===== src/stit_pkg.sv =====
// Shared types for the session table idle timeout unit.
// Used by the controller, the datapath and the top level; depends on nothing.
package stit_pkg;

    localparam int unsigned KEY_W   = 64;
    localparam int unsigned DATE_W  = 23;
    localparam int unsigned TIME_W  = 17;
    localparam int unsigned COUNT_W = 24;
    localparam int unsigned ORDER_W = 32;
    localparam logic [COUNT_W-1:0] COUNT_MAX = {COUNT_W{1'b1}};

    typedef enum logic [3:0] {
        ST_IDLE,
        ST_MARK_SCAN,
        ST_CHECK,
        ST_BEST_SCAN,
        ST_FETCH,
        ST_EMIT,
        ST_EVICT_FETCH,
        ST_EVICT_EMIT,
        ST_WRITE_HIT,
        ST_WRITE_NEW
    } state_t;

    typedef enum logic [1:0] {
        SCAN_EXPIRE,
        SCAN_FLUSH,
        SCAN_BEST
    } scan_kind_t;

    typedef struct packed {
        logic       load_item;
        logic       scan_start;
        scan_kind_t scan_kind;
        logic       fetch_best;
        logic       fetch_old;
        logic       emit_best;
        logic       emit_evict;
        logic       emit_last;
        logic       write_hit;
        logic       write_new;
    } cmd_t;

    typedef struct packed {
        logic scan_done;
        logic marks_zero;
        logic marks_one;
        logic hit_found;
        logic free_found;
        logic is_flush;
        logic out_full;
    } status_t;

endpackage


===== src/stit_ctrl.sv =====
// Controller state machine of the session table idle timeout unit.
// Sequences scans, emits and table writes; depends on stit_pkg.
module stit_ctrl (
    input  logic               clk,
    input  logic               rst_n,
    input  logic               in_valid,
    input  logic               in_mode,
    output logic               in_ready,
    input  stit_pkg::status_t  status,
    output stit_pkg::cmd_t     cmd
);

    stit_pkg::state_t state_reg, state_next;
    logic evict_needed;

    assign evict_needed = !status.is_flush && !status.hit_found && !status.free_found;

    always_ff @(posedge clk or negedge rst_n)
    begin
        if (!rst_n)
        begin
            state_reg <= stit_pkg::ST_IDLE;
        end
        else
        begin
            state_reg <= state_next;
        end
    end

    always_comb
    begin
        state_next = state_reg;
        unique case (state_reg)
            stit_pkg::ST_IDLE:
            begin
                if (in_valid)
                begin
                    state_next = stit_pkg::ST_MARK_SCAN;
                end
            end
            stit_pkg::ST_MARK_SCAN:
            begin
                if (status.scan_done)
                begin
                    state_next = stit_pkg::ST_CHECK;
                end
            end
            stit_pkg::ST_CHECK:
            begin
                if (!status.marks_zero)
                begin
                    state_next = stit_pkg::ST_BEST_SCAN;
                end
                else if (status.is_flush)
                begin
                    state_next = stit_pkg::ST_IDLE;
                end
                else if (status.hit_found)
                begin
                    state_next = stit_pkg::ST_WRITE_HIT;
                end
                else if (status.free_found)
                begin
                    state_next = stit_pkg::ST_WRITE_NEW;
                end
                else
                begin
                    state_next = stit_pkg::ST_EVICT_FETCH;
                end
            end
            stit_pkg::ST_BEST_SCAN:
            begin
                if (status.scan_done)
                begin
                    state_next = stit_pkg::ST_FETCH;
                end
            end
            stit_pkg::ST_FETCH:
            begin
                state_next = stit_pkg::ST_EMIT;
            end
            stit_pkg::ST_EMIT:
            begin
                if (!status.out_full)
                begin
                    state_next = stit_pkg::ST_CHECK;
                end
            end
            stit_pkg::ST_EVICT_FETCH:
            begin
                state_next = stit_pkg::ST_EVICT_EMIT;
            end
            stit_pkg::ST_EVICT_EMIT:
            begin
                if (!status.out_full)
                begin
                    state_next = stit_pkg::ST_WRITE_NEW;
                end
            end
            stit_pkg::ST_WRITE_HIT:
            begin
                state_next = stit_pkg::ST_IDLE;
            end
            stit_pkg::ST_WRITE_NEW:
            begin
                state_next = stit_pkg::ST_IDLE;
            end
            default:
            begin
                state_next = stit_pkg::ST_IDLE;
            end
        endcase
    end

    always_comb
    begin
        cmd       = '0;
        cmd.scan_kind = stit_pkg::SCAN_EXPIRE;
        in_ready  = 1'b0;
        unique case (state_reg)
            stit_pkg::ST_IDLE:
            begin
                in_ready = 1'b1;
                if (in_valid)
                begin
                    cmd.load_item  = 1'b1;
                    cmd.scan_start = 1'b1;
                    cmd.scan_kind  = in_mode ? stit_pkg::SCAN_FLUSH : stit_pkg::SCAN_EXPIRE;
                end
            end
            stit_pkg::ST_CHECK:
            begin
                if (!status.marks_zero)
                begin
                    cmd.scan_start = 1'b1;
                    cmd.scan_kind  = stit_pkg::SCAN_BEST;
                end
            end
            stit_pkg::ST_FETCH:
            begin
                cmd.fetch_best = 1'b1;
            end
            stit_pkg::ST_EMIT:
            begin
                if (!status.out_full)
                begin
                    cmd.emit_best = 1'b1;
                    cmd.emit_last = status.marks_one && !evict_needed;
                end
            end
            stit_pkg::ST_EVICT_FETCH:
            begin
                cmd.fetch_old = 1'b1;
            end
            stit_pkg::ST_EVICT_EMIT:
            begin
                if (!status.out_full)
                begin
                    cmd.emit_evict = 1'b1;
                    cmd.emit_last  = 1'b1;
                end
            end
            stit_pkg::ST_WRITE_HIT:
            begin
                cmd.write_hit = 1'b1;
            end
            stit_pkg::ST_WRITE_NEW:
            begin
                cmd.write_new = 1'b1;
            end
            default:
            begin
                cmd = '0;
            end
        endcase
    end

endmodule


===== config.mk =====
export PLATFORM = sky130hd
export DESIGN_NAME = stit_ctrl
export DESIGN_NICKNAME = d
export VERILOG_FILES = /design/src/stit_pkg.sv /design/src/stit_ctrl.sv
export SDC_FILE = /design/constraint.sdc
export NUM_CORES = 1
export LEC_CHECK = 0
export BUFFER_PORTS_ARGS = -buffer_cell sky130_fd_sc_hd__buf_2
export CORE_AREA = 2 2 39 41
export DETAILED_ROUTE_END_ITERATION = 10
export DIE_AREA = 0 0 41 43
export SLEW_MARGIN = 20
export SYNTH_ARGS = -nofsm -noshare
export SYNTH_HDL_FRONTEND = slang
export SYNTH_SLANG_ARGS = --single-unit

===== constraint.sdc =====
create_clock -name clk -period 1.4 [get_ports clk]
set_input_delay 0.28 -clock clk [delete_from_list [all_inputs] [get_ports clk]]
set_output_delay 0.28 -clock clk [all_outputs]
set_load 0.03 [all_outputs]

==> metrics.txt, run 1 <==
placer congestion estimate 0.845; hold slack final 0.354 ns; dpl cell area 721 um^2; total global routing track utilization 17.4%; count of endpoints failing hold in the final timing report 0; net count of the finished layout 109; H-tree Lvls 1; vias per std cell 4.96; clock-pin slew reported for the worst setup and hold paths after clock tree synthesis 0.05 ns; worst rel slew slack 83.2%; final setup violating endpoints 14; wire length of the first global-routing pass 2040 um; number of buffers and inverters on the critical path 1; Yosys reg bits 4; minimum clock period after layout 1.67 ns; mean area per synthesized cell 7.63 um^2; ys async rst share 100%; number of DRC markers after the initial detailed-route iteration 4; CP startpoint state_reg[2]; number of warnings issued by yosys 0; Leakage 0.406 nW; maximum number of buffers from clock root to sink 2; Post-Layout Cell Count 112; Die H 43 um; type of destination of the critical path output pin; Initial Utilization 28.1%; worst-case vdd ir drop 0.836 mV; slowest CP cell sky130_fd_sc_hd__dfrtp_2; run status complete, but fails checks; power per cell area 1990 nW/um^2; via count of the first global-routing pass 522; die footprint 1760 um^2; final core utilization 65.0%; Final Worst Setup Slack -0.274 ns; top cell type's share of synthesized area 25.7%; Worst Tran Pin Value 0.251 ns; Core Rows 14; R2R Path End state_reg[3]; library cell with the largest summed area after synthesis sky130_fd_sc_hd__dfrtp_1; critical path peak fanout 3; first-pass iteration count of the detailed router 2; Layout Area Growth over Synthesis 131%; Top FF cell, synth sky130_fd_sc_hd__dfrtp_1; number of flops mapped to enable cells by yosys 0; gate count of the mapped netlist 51; class of the tightest hold or removal check in -> async; Cells after DPL 104; portion of the post-synthesis area used by sequential elements 25.7%; wirelength, routed 1350 um; post-route total power 1.79 mW; clock sink count 4; antenna violations before repair 0; violations in the final reports negative setup slack; max reg flops 4; vias 555; unrepaired setup endpoints after global routing yes; syn_nets 62; TritonCTS clock tree built; gate family responsible for the most delay along the worst path simple AND/OR/NAND/NOR gates; filler cell count in the final layout 107; remaining design rule violation count 0; pin count of the biggest net entering global routing 7; area of the core region 1380 um^2; top area cells in the synthesized netlist sky130_fd_sc_hd__dfrtp_1 26%, sky130_fd_sc_hd__nand2b_1 8.0%, sky130_fd_sc_hd__nor2_1 4.8%; worst path cell trace nor4_4 > and2_4 > or2_4 > buf_6; data arrival time of the critical path 1.39 ns; HPWL reported at the end of detailed placement 1030 um; critical path data required time 1.12 ns; die extent in x 41 um; number of diodes 0; fraction of layout cells with a size suffix above 1 72.9%; number of cells on the worst reg-to-reg path 5; Slowest Stage Delay on Critical Path 0.43 ns; # Max-Cap Violations 0; total clock buffers created by CTS 3; FMAX 0.597 GHz; kind of critical path reg -> out; Unique masters post-synth 33; clk_skew 0.00940 ns; post-route standard cell area excluding fillers 900 um^2; buffer cell driving the clock tree root sky130_fd_sc_hd__clkbuf_4; ranking of synthesized cells by instance count 5 x sky130_fd_sc_hd__nand2b_1, 5 x sky130_fd_sc_hd__nor2_1, 4 x sky130_fd_sc_hd__dfrtp_1; global-route congestion overflow total 0; kind of start point of the critical path register; number of max-slew violations in the final report 0; reg-to-reg slack, setup -0.03 ns; Antenna Violating Nets Remaining 0; clock latency on the worst-skew pair 0.25 ns; RR Startpoint state_reg[3]; top-level I/O count 23; final worst path period share 120%; post-synthesis instance area 389 um^2; Port Buffer Count 22; wire length per cell 12.1 um
[per-layer routing]
metal | wire length [um] | track usage [%] | up-vias
li1 | - | - | 280
met1 | 534 | 19.3 | 255
met2 | 731 | 28.7 | 18
met3 | 62 | 3.14 | 2
met4 | 25 | 10.0 | 0
met5 | 0 | 0 | -
[timing repair]
item / CTS / global route
buffers inserted: 3 / 1
hold endpoints to repair: 4 / 0
hold buffers: 1 / 0
gates resized for setup: 27 / 8
endpoints found under the setup margin: 14 / 15
pin swaps: 8 / 4
[cells in the final DEF, fill, tap and decap left out, types with 3 or more instances in the layout]
master,Yosys,final
sky130_fd_sc_hd__buf_4,0,22
sky130_fd_sc_hd__buf_6,0,12
sky130_fd_sc_hd__buf_2,2,11
sky130_fd_sc_hd__nand2b_4,0,3
sky130_fd_sc_hd__nor2_4,0,3
sky130_fd_sc_hd__nand2_1,3,3
sky130_fd_sc_hd__clkbuf_4,0,3
sky130_fd_sc_hd__dfrtp_2,0,3
[worst max-delay path by stage]
stage                        end  slack, ns  cells after the start
after floorplan           cmd[9]      -0.34                      4
after global placement    cmd[2]      -0.14                      5
after CTS                 cmd[1]      -0.27                      4
after detailed placement  cmd[2]      -0.14                      5
final                     cmd[9]      -0.27                      4
after global routing      cmd[9]      -0.34                      4
[through the flow]
stage          setup slack [ns]  TNS (ns)
2_1_floorplan            -0.337     -1.08
5_1_grt                  -0.342     -3.23
3_5_place_dp             -0.136    -0.340
3_3_place_gp             -0.141    -0.286
6_report                 -0.274     -2.44
4_1_cts                  -0.273     -2.56
[where the power goes]
group | internal, mW | total (mW) | switching [mW] | leakage [nW]
combinational | 0.727 | 1.39 | 0.667 | 0.344
clock | 0.0969 | 0.159 | 0.0621 | 0.0138
sequential | 0.170 | 0.241 | 0.0704 | 0.0475
[cell families (layout without fill, tap and decap cells)]
kind of cell / count (synthesis) / after routing / synth area share, %
compound gates: 13 / 13 / 24.1
buf+inv: 7 / 52 / 7.40
flops: 4 / 4 / 25.7
simple gates: 27 / 27 / 42.8
[cell type report]
class	count	area, um^2	share of cell area, %
clock buffer	3	22.5	2.50
inverter	3	11.3	1.25
multi-input combinational	40	377	41.9
sequential	4	104	11.5
tap	16	20.0	2.23
timing repair buffer	46	365	40.6
Power figures use the tool's default switching activity.
==> run 2, diff against run 1 <==
Settings changed: REMOVE_ABC_BUFFERS from default to 1.
==> run 2 against run 1 <==
Against the previous run: the run still ends with negative setup slack left; utilization up 7.6 points; sequential share of layout area shrank 1.1 points; non-clock buffer count up 6; clock power shrank 7%; sequential cell count stayed put; hold slack improved by 0.045 ns; clock-buffer cell count unchanged; first-iteration DRC count grew to 3.8 times the previous value; die area unchanged; worst setup slack worse by 0.11 ns; critical endpoint unchanged; largest cell class is now non-clock buffers; highest routed layer unchanged.
==> metrics.txt, run 2 (synthesized netlist as in run 1, its figures left out) <==
count of endpoints failing hold in the final timing report 0; detailed route wirelength on metal2 1130 um; Final Worst Setup Slack -0.389 ns; die extent in x 41 um; WL met1 895 um; kind of start point of the critical path register; Die H 43 um; vias 663; final core utilization 72.6%; clock sink count 4; Cells after DPL 95; class of the tightest hold or removal check in -> async; H-tree Lvls 1; hold slack final 0.399 ns; # Max-Cap Violations 0; filler cell count in the final layout 89; worst slack at placement -0.182 ns; footprint of the flip-flops and latches 105 um^2; power per cell area 2190 nW/um^2; data arrival time of the critical path 1.51 ns; wirelength, routed 2170 um; minimum clock period after layout 1.79 ns; worst rel slew slack 80.0%; Slowest Stage Delay on Critical Path 0.46 ns; clock latency on the worst-skew pair 0.24 ns; number of max-slew violations in the final report 0; post-route standard cell area excluding fillers 1000 um^2; Worst Tran Pin Value 0.298 ns; critical path data required time 1.12 ns; run status complete, but fails checks; vias per std cell 5.62; clock-pin slew reported for the worst setup and hold paths after clock tree synthesis 0.04 ns; number of diodes 0; wire length of the first global-routing pass 2610 um; fraction of layout cells with a size suffix above 1 77.5%; routed wire length on met3 93 um; commonest non-fill, non-tap cells in the layout 20 x sky130_fd_sc_hd__buf_6, 19 x sky130_fd_sc_hd__buf_4, 10 x sky130_fd_sc_hd__buf_2; Core Rows 14; dpl cell area 577 um^2; post-route total power 2.20 mW; post-route setup TNS -3.13 ns; gate family responsible for the most delay along the worst path simple AND/OR/NAND/NOR gates; top layer reached by signal wires met4; final setup violating endpoints 16; die footprint 1760 um^2; via count of the first global-routing pass 631; Layout Area Growth over Synthesis 158%; worst path cell trace nor4_4 > and2_4 > or2_4 > buf_6; global-route congestion overflow total 0; total global routing track utilization 22.3%; slowest CP cell sky130_fd_sc_hd__dfrtp_2; final worst path period share 128%; remaining design rule violation count 0; most common cell after layout, fill and taps aside sky130_fd_sc_hd__buf_6; antenna violations before repair 0; worst-case vdd ir drop 0.894 mV; wire length per cell 18.4 um; kind of critical path reg -> out; Port Buffer Count 22; critical path peak fanout 3; maximum number of buffers from clock root to sink 2; placer congestion estimate 0.782; number of DRC markers after the initial detailed-route iteration 15; first-pass iteration count of the detailed router 5; Leakage 0.453 nW; HPWL reported at the end of detailed placement 913 um; FMAX 0.559 GHz; clk_skew 0.00420 ns; area of the multi-input gates 388 um^2; max reg flops 4; top-level I/O count 23; TritonCTS clock tree built; net count of the finished layout 115; Antenna Violating Nets Remaining 0; area of the core region 1380 um^2; violations in the final reports negative setup slack; total clock buffers created by CTS 3; Initial Utilization 28.1%; pin count of the biggest net entering global routing 7; type of destination of the critical path output pin; number of buffers and inverters on the critical path 1; unrepaired setup endpoints after global routing yes; Post-Layout Cell Count 118; buffer cell driving the clock tree root sky130_fd_sc_hd__clkbuf_4
run 2: what timing repair did:
action / CTS / global route
gates cloned: 0 / 0
setup endpoints to repair: 13 / 14
hold buffers: 1 / 0
endpoints found under the hold margin: 4 / 0
setup buffers: 12 / 10
gates resized for setup: 36 / 31
pin swaps: 8 / 12
run 2: worst paths after layout:
| check | start | to | slack (ns) | cells past startpoint |
|---|---|---|---|---|
| max | state_reg[2] | cmd[9] | -0.39 | 4 |
| min | rst_n | state_reg[2] | 0.40 | 2 |
| max reg2reg | state_reg[3] | state_reg[3] | -0.22 | 5 |
| min reg2reg | state_reg[0] | state_reg[0] | 0.82 | 3 |
| max in group asynchronous | rst_n | state_reg[0] | 0.85 | 2 |
| min in group clk | status[0] | state_reg[2] | 0.40 | 4 |
run 2: area by class of cell:
cell class / instances / area share (%)
Sequential cell: 4 / 10.5
Inverter: 3 / 1.37
Tap cell: 16 / 1.99
Timing Repair Buffer: 52 / 45.3
Clock buffer: 3 / 2.24
Multi-Input combinational cell: 40 / 38.6
run 2: per-layer routing:
metal / vias up / GRT usage [%]
met2: 34 / 43.8
met1: 329 / 18.5
li1: 292 / -
met3: 8 / 3.66
met5: - / 0
met4: 0 / 11.3
run 2: report_power, final:
group          internal [mW]  switching (mW)  leakage [nW]  total, mW
combinational          0.943           0.837         0.393       1.78
sequential             0.173          0.0985        0.0462      0.271
clock                 0.0962          0.0516        0.0138      0.148
total                   1.21           0.987         0.453       2.20
==> run 3, diff against run 2 <==
Settings changed: ABC_AREA from default to 1.
==> run 3 against run 2 <==
Against the previous run: the run still ends with negative setup slack left; via count down 8.0%; first-iteration DRC count down 33%; clock skew down 0.0022 ns; maximum frequency up 13%; clock-buffer cell count unchanged; register-to-register slack better by 0.29 ns; sequential power down 20%; critical endpoint is now cmd[2]; highest routed layer is now met3.
==> metrics.txt, run 3 <==
top-level I/O count 23; top cell type's share of synthesized area 25.9%; FMAX 0.633 GHz; clock latency on the worst-skew pair 0.23 ns; wire length of the first global-routing pass 2340 um; TritonCTS clock tree built; clock sink count 4; clock-pin slew reported for the worst setup and hold paths after clock tree synthesis 0.04 ns; Initial Utilization 30.4%; Yosys reg bits 4; Leakage 0.450 nW; RR Startpoint state_reg[0]; commonest non-fill, non-tap cells in the layout 25 x sky130_fd_sc_hd__nand2_1, 20 x sky130_fd_sc_hd__buf_4, 14 x sky130_fd_sc_hd__inv_1; number of max-slew violations in the final report 0; worst slack at placement 0.00285 ns; run status complete, but fails checks; minimum clock period after layout 1.58 ns; remaining design rule violation count 0; final setup violating endpoints 12; origin of the worst min-delay path status[5]; post-synthesis instance area 420 um^2; die extent in x 41 um; Slowest Stage Delay on Critical Path 0.37 ns; H-tree Lvls 1; max reg flops 4; critical path peak fanout 4; vias per std cell 4.45; dpl cell area 611 um^2; # Max-Cap Violations 0; worst-case vdd ir drop 1.20 mV; final worst path period share 113%; number of DRC markers after the initial detailed-route iteration 10; antenna violations before repair 0; post-route setup TNS -1.33 ns; most numerous cell on the critical path sky130_fd_sc_hd__buf_4; total global routing track utilization 19.1%; vias 610; post-route total power 1.41 mW; critical path data required time 1.12 ns; most common cell after layout, fill and taps aside sky130_fd_sc_hd__nand2_1; unrepaired setup endpoints after global routing yes; HPWL reported at the end of detailed placement 972 um; global-route congestion overflow total 0; ranking of synthesized cells by instance count 29 x sky130_fd_sc_hd__nand2_1, 17 x sky130_fd_sc_hd__inv_1, 14 x sky130_fd_sc_hd__nor2_1; CP startpoint state_reg[0]; slowest CP cell sky130_fd_sc_hd__dfrtp_2; worst rel slew slack 85.1%; number of diodes 0; via count of the first global-routing pass 586; library cell with the largest summed area after synthesis sky130_fd_sc_hd__nand2_1; most numerous cell in the Yosys netlist sky130_fd_sc_hd__nand2_1; net count of the finished layout 134; Unique masters post-synth 12; Die H 43 um; pin count of the biggest net entering global routing 8; area of the core region 1380 um^2; portion of the post-synthesis area used by sequential elements 23.8%; type of destination of the critical path output pin; maximum number of buffers from clock root to sink 2; Top FF cell, synth sky130_fd_sc_hd__dfrtp_1; Core Rows 14; mean area per synthesized cell 5.19 um^2; Final Worst Setup Slack -0.179 ns; kind of start point of the critical path register; post-route standard cell area excluding fillers 756 um^2; number of flops mapped to enable cells by yosys 0; class of the tightest hold or removal check in -> reg; worst path cell trace buf_4 > nand2_2 > nor3_2 > nand3_1 > o21ai_1 > buf_4; violations in the final reports negative setup slack; fraction of layout cells with a size suffix above 1 45.5%; kind of critical path reg -> out; gate count of the mapped netlist 81; clk_skew 0.00195 ns; Worst Tran Pin Value 0.222 ns; buffer cell driving the clock tree root sky130_fd_sc_hd__clkbuf_4; filler cell count in the final layout 139; die footprint 1760 um^2; data arrival time of the critical path 1.30 ns; total clock buffers created by CTS 3; ys async rst share 100%; placer congestion estimate 0.831; Port Buffer Count 22; power per cell area 1870 nW/um^2; wire length per cell 9.50 um; Antenna Violating Nets Remaining 0; number of warnings issued by yosys 0; wirelength, routed 1300 um; count of endpoints failing hold in the final timing report 0; top area cells in the synthesized netlist sky130_fd_sc_hd__nand2_1 26%, sky130_fd_sc_hd__dfrtp_1 24%, sky130_fd_sc_hd__inv_1 15%; first-pass iteration count of the detailed router 4; Layout Area Growth over Synthesis 79.8%
## run 3: worst paths after layout
| kind | endpoint | slack, ns | cells after the start |
|---|---|---|---|
| setup / recovery | cmd[2] | -0.18 | 6 |
| min in group asynchronous | state_reg[3] | 0.38 | 2 |
| hold / removal | state_reg[3] | 0.34 | 3 |
| max in group asynchronous | state_reg[2] | 0.89 | 2 |
| hold reg to reg | state_reg[1] | 0.66 | 3 |
| setup reg to reg | state_reg[1] | 0.07 | 10 |
## run 3: cells by family after synthesis
group / Yosys count / share of synthesized area (%)
DFF: 4 / 23.8
AOI/OAI and AO/OA: 7 / 8.93
buffers and inverters: 17 / 15.2
and+or+nand+nor: 53 / 52.1
## run 3: layout make-up
type / count / area (um^2) / area share (%)
Multi-Input combinational cell: 60 / 282 / 37.3
Timing Repair Buffer: 37 / 265 / 35.1
Sequential cell: 4 / 103 / 13.6
Inverter: 17 / 63.8 / 8.44
Clock buffer: 3 / 22.5 / 2.98
Tap cell: 16 / 20.0 / 2.65
## run 3: critical path: cells and delay by family, from the launching register on
kind / cells / cell delay (ns)
compound gates: 1 / 0.08
buf+inv: 2 / 0.29
flops: 1 / 0.37
simple gates: 3 / 0.32
## run 3: timing repair
item | 4_1_cts | 5_1_grt
endpoints found under the setup margin | 12 | 13
pin swaps | 3 | 1
hold endpoints to repair | 4 | 0
hold buffers | 1 | 0
setup buffers | 3 | 3
gates resized for setup | 28 | 2
## run 3: per-stage QoR
stage               utilization [%]  hold WS (ns)  instances
finish                         54.6         0.340        137
global route                   54.6         0.356        137
CTS                            52.9         0.333        134
detailed placement             44.1        0.0920        127
global placement               44.1        0.0880        127
floorplan                         -       -0.0156         81
## run 3: power by group
group          switching (mW)  leakage (nW)  total, mW  internal (mW)
Sequential             0.0527        0.0491      0.218          0.165
Combinational           0.603         0.387       1.05          0.449
Clock                  0.0457        0.0138      0.141         0.0958
## run 3: routing by layer
layer,part of all wire (%),up-vias,GRT usage [%]
met4,0,0,8.00
met3,5.1,0,3.14
met5,0,-,0
met2,53,17,30.9
li1,-,330,-
met1,42,263,23.5
